--- config.mk ---
export PLATFORM = sky130hd
export DESIGN_NAME = sit_ram
export DESIGN_NICKNAME = d
export VERILOG_FILES = /design/src/hdl/sit_ram.sv
export SDC_FILE = /design/constraint.sdc
export NUM_CORES = 2
export LEC_CHECK = 0
export BUFFER_PORTS_ARGS = -buffer_cell sky130_fd_sc_hd__buf_2
export CAP_MARGIN = 20
export CELL_PAD_IN_SITES_DETAIL_PLACEMENT = 0
export CELL_PAD_IN_SITES_GLOBAL_PLACEMENT = 1
export CORE_ASPECT_RATIO = 2
export CORE_UTILIZATION = 45
export CTS_BUF_LIST = sky130_fd_sc_hd__clkbuf_4
export DETAILED_ROUTE_END_ITERATION = 7
export MAX_ROUTING_LAYER = met4
export PLACE_DENSITY_LB_ADDON = 0.1
export REMOVE_ABC_BUFFERS = 1
export SLEW_MARGIN = 10
export SYNTH_ARGS = -nofsm -noshare
export SYNTH_HDL_FRONTEND = slang
export SYNTH_SLANG_ARGS = --single-unit
--- constraint.sdc ---
create_clock -name clk -period 4.65 [get_ports clk]
set_input_delay 1.395 -clock clk [delete_from_list [all_inputs] [get_ports clk]]
set_output_delay 1.395 -clock clk [all_outputs]
set_load 0.1 [all_outputs]
--- src/hdl/sit_ram.sv ---
// Generic single-port-write, single-port-read RAM with registered read data.
// No dependencies.
module sit_ram #(
  parameter int WIDTH = 32,
  parameter int DEPTH = 64
) (
  input  logic                     clk,
  input  logic                     wr_en,
  input  logic [$clog2(DEPTH)-1:0] wr_addr,
  input  logic [WIDTH-1:0]         wr_data,
  input  logic [$clog2(DEPTH)-1:0] rd_addr,
  output logic [WIDTH-1:0]         rd_data
);

  logic [WIDTH-1:0] mem [DEPTH];

  always_ff @(posedge clk) begin
    if (wr_en) begin
      mem[wr_addr] <= wr_data;
    end
    rd_data <= mem[rd_addr];
  end

endmodule

==> results.txt <==
Hold WC Path Type -> input pin to register
Ys async rst share -> 0%
Initial Utilization -> 45.3%
CP max-delay cell -> dfxtp_1
RSZ-0062 raised after global routing -> false
Crit-path max FO -> 1
Seq/Total Area, Yosys -> 79.1%
CTS Buf Count -> 449
Post-synth EDFFs -> 2,048
Synthesis Warnings -> 0
Root buffer cell -> clkbuf_4
Vias per Instance -> 5.87
Post_cts resized -> 0
CTS clock-pin slew for the worst setup and hold paths -> 0.07 ns
DRT Pass-1 Iters -> 6
P&R area growth vs syn -> 14.1%
Crit end category -> output pin
Placed cell area -> 83,700 um^2
Core Box Area -> 173,000 um^2
CTS sink count -> 2,080
Post-route clock period utilization -> 81.7%
Data required, critical path -> 3.25 ns
Vias -> 38.3k
Setup Skew -> 0.114 ns
Cell Pwr Density -> 410 nW/um^2
I/O Pins -> 78
Peak supply drop -> 0.269 mV
Detail Route Antenna Nets -> 0
IO buf count -> 77
Period minus WS final -> 3.80 ns
Fill count -> 13.7k
Final Hold Slack -> 0.541 ns
Overall routing resource usage -> 26.2%
Cell leakage power -> 28.3 nW
Final count of negative-setup-slack endpoints -> 0
Die width -> 297 um
Finished Layout Cells -> 6,519
Cells along the critical path -> buf_2
DP Wirelength -> 130,000 um
Max-cap viol count -> 0
Setup Fix Bufs, Post-CTS -> 0
Synthesis-stage register bit count -> 2,080
# H-tree levels -> 5
Synth unique cells -> 34
Max_slew headroom -> 25.8%
Die footprint -> 176,000 um^2
Mapped Cells -> 3,324
CTS tree -> yes
Fin. Hold Viols -> 0
Initial antenna violation count -> 16
Detailed Route Iter0 Violations -> 3,574
GP Congestion -> 0.811
Clock Path Buffers -> 4
Tightest Pin Transition -> 1.11 ns
WL final -> 221,000 um
Crit path kind -> register to output pin
Register area -> 62,100 um^2
Critical path arrival -> 2.40 ns
FP Rows -> 216
Multi-input combinational cell area -> 16,000 um^2
Dominant synthesized flop cell -> edfxtp_1
Cell area after layout -> 89,600 um^2
Die height -> 593 um
Dpl cells -> 5,700
WP buf/inv -> 1
Residual DRC count -> 0
Setup tns final -> 0 ns
Number of global-route vias before repair -> 41.2k
Post-Place Setup Slack -> 0.339 ns
Nets -> 3,919
Mean Syn Cell Area -> 23.6 um^2
Mapped cell area -> 78,500 um^2
Crit-path leading delay family -> flip-flops
Clk Latency, worst-skew pair -> 1.32 ns
Final Max Slew Viols -> 0
Status -> finished clean
Critical path's largest stage delay -> 0.63 ns
Final WS setup -> 0.853 ns
Largest net degree at the start of global routing -> 65
Routed wire per std cell -> 33.8 um
# hold bufs at CTS -> 0
Fmax -> 263 MHz
Type of origin of the critical path -> register
Global route overflow -> 0
Global-route wire length before repair -> 309,000 um
Layout cells sized above 1 -> 37.3%
## Yosys cell counts (3+ instances only)
master / number / area [um^2]
nand2_1: 26 / 97.6
nor2b_1: 15 / 93.8
nor2_1: 137 / 514
a41o_1: 4 / 40.0
mux2i_1: 93 / 931
a311oi_1: 8 / 70.1
buf_2: 57 / 285
nand3b_1: 5 / 37.5
mux4_2: 544 / 12300
buf_4: 25 / 188
o22ai_1: 84 / 526
a22oi_1: 12 / 90.1
o32ai_1: 4 / 35.0
o221ai_1: 27 / 236
or3_1: 3 / 18.8
nor3_1: 7 / 35.0
and3_1: 4 / 25.0
buf_1: 21 / 78.8
buf_6: 5 / 56.3
or3b_2: 3 / 26.3
a21oi_1: 62 / 310
nand2b_1: 8 / 50.1
edfxtp_1: 2048 / 61500
nand3_1: 5 / 25.0
dfxtp_1: 32 / 641
clkbuf_1: 74 / 278
## through the flow
step | total power, W | util [%]
floorplan | 0.0223 | -
global placement | 0.0235 | 48.3
detailed placement | 0.0236 | 48.3
CTS | 0.0371 | 51.5
global route | 0.0380 | 51.7
finish | 0.0367 | 51.7
## worst paths after layout
check	endpoint	from	slack (ns)	depth (start not counted)
worst min-delay path	mem[30][30]	wr_data[30]	0.54	1
worst max register to register	rd_data[2]	mem[15][2]	2.37	4
worst max-delay path	rd_data[18]	rd_data[18]	0.85	1
worst min register to register	rd_data[8]	mem[13][8]	0.73	4
## power by group
group / switching, W / leakage, nW / internal (W)
clock: 0.00692 / 3.33 / 0.00663
combinational: 0.00154 / 6.31 / 0.000764
sequential: 0.0000892 / 18.7 / 0.0207
## placed cells by master (no fill, tap or decap), types with 27 or more instances in the layout
| cell type | count |
|---|---|
| a21oi_1 | 62 |
| buf_12 | 78 |
| buf_2 | 67 |
| buf_4 | 129 |
| clkbuf_4 | 635 |
| clkinv_1 | 113 |
| dfxtp_1 | 32 |
| edfxtp_1 | 2048 |
| mux2i_1 | 93 |
| mux4_2 | 544 |
| nor2_1 | 75 |
| nor2_4 | 62 |
| o221ai_1 | 27 |
| o22ai_1 | 84 |
## layout make-up
| type | instances | area share (%) |
|---|---|---|
| clock inverters | 157 | 0.890 |
| diodes | 16 | 0.0447 |
| well taps | 2289 | 3.20 |
| clock buffers | 635 | 5.32 |
| repair buffers | 280 | 3.32 |
| multi-input cells | 1062 | 17.8 |
| flip-flops and latches | 2080 | 69.4 |
## kinds of logic after synthesis
kind of cell | Yosys count | synth area share, %
flip-flops | 2080 | 79.1
multiplexers | 637 | 16.8
AND/OR/NAND/NOR | 223 | 1.27
AO/OA/AOI/OAI | 202 | 1.67
buffers and inverters | 182 | 1.13
## registers in the layout, indices dropped and copies added (netlist names)
register and count:
mem 2048, rd_data 32
## routing by layer
layer / wire length, um / track usage (%)
met1: 78800 / 29.3
met2: 122000 / 47.2
met4: 7610 / 9.47
met3: 11900 / 3.98
met5: 0 / -
Power figures use the tool's default switching activity.
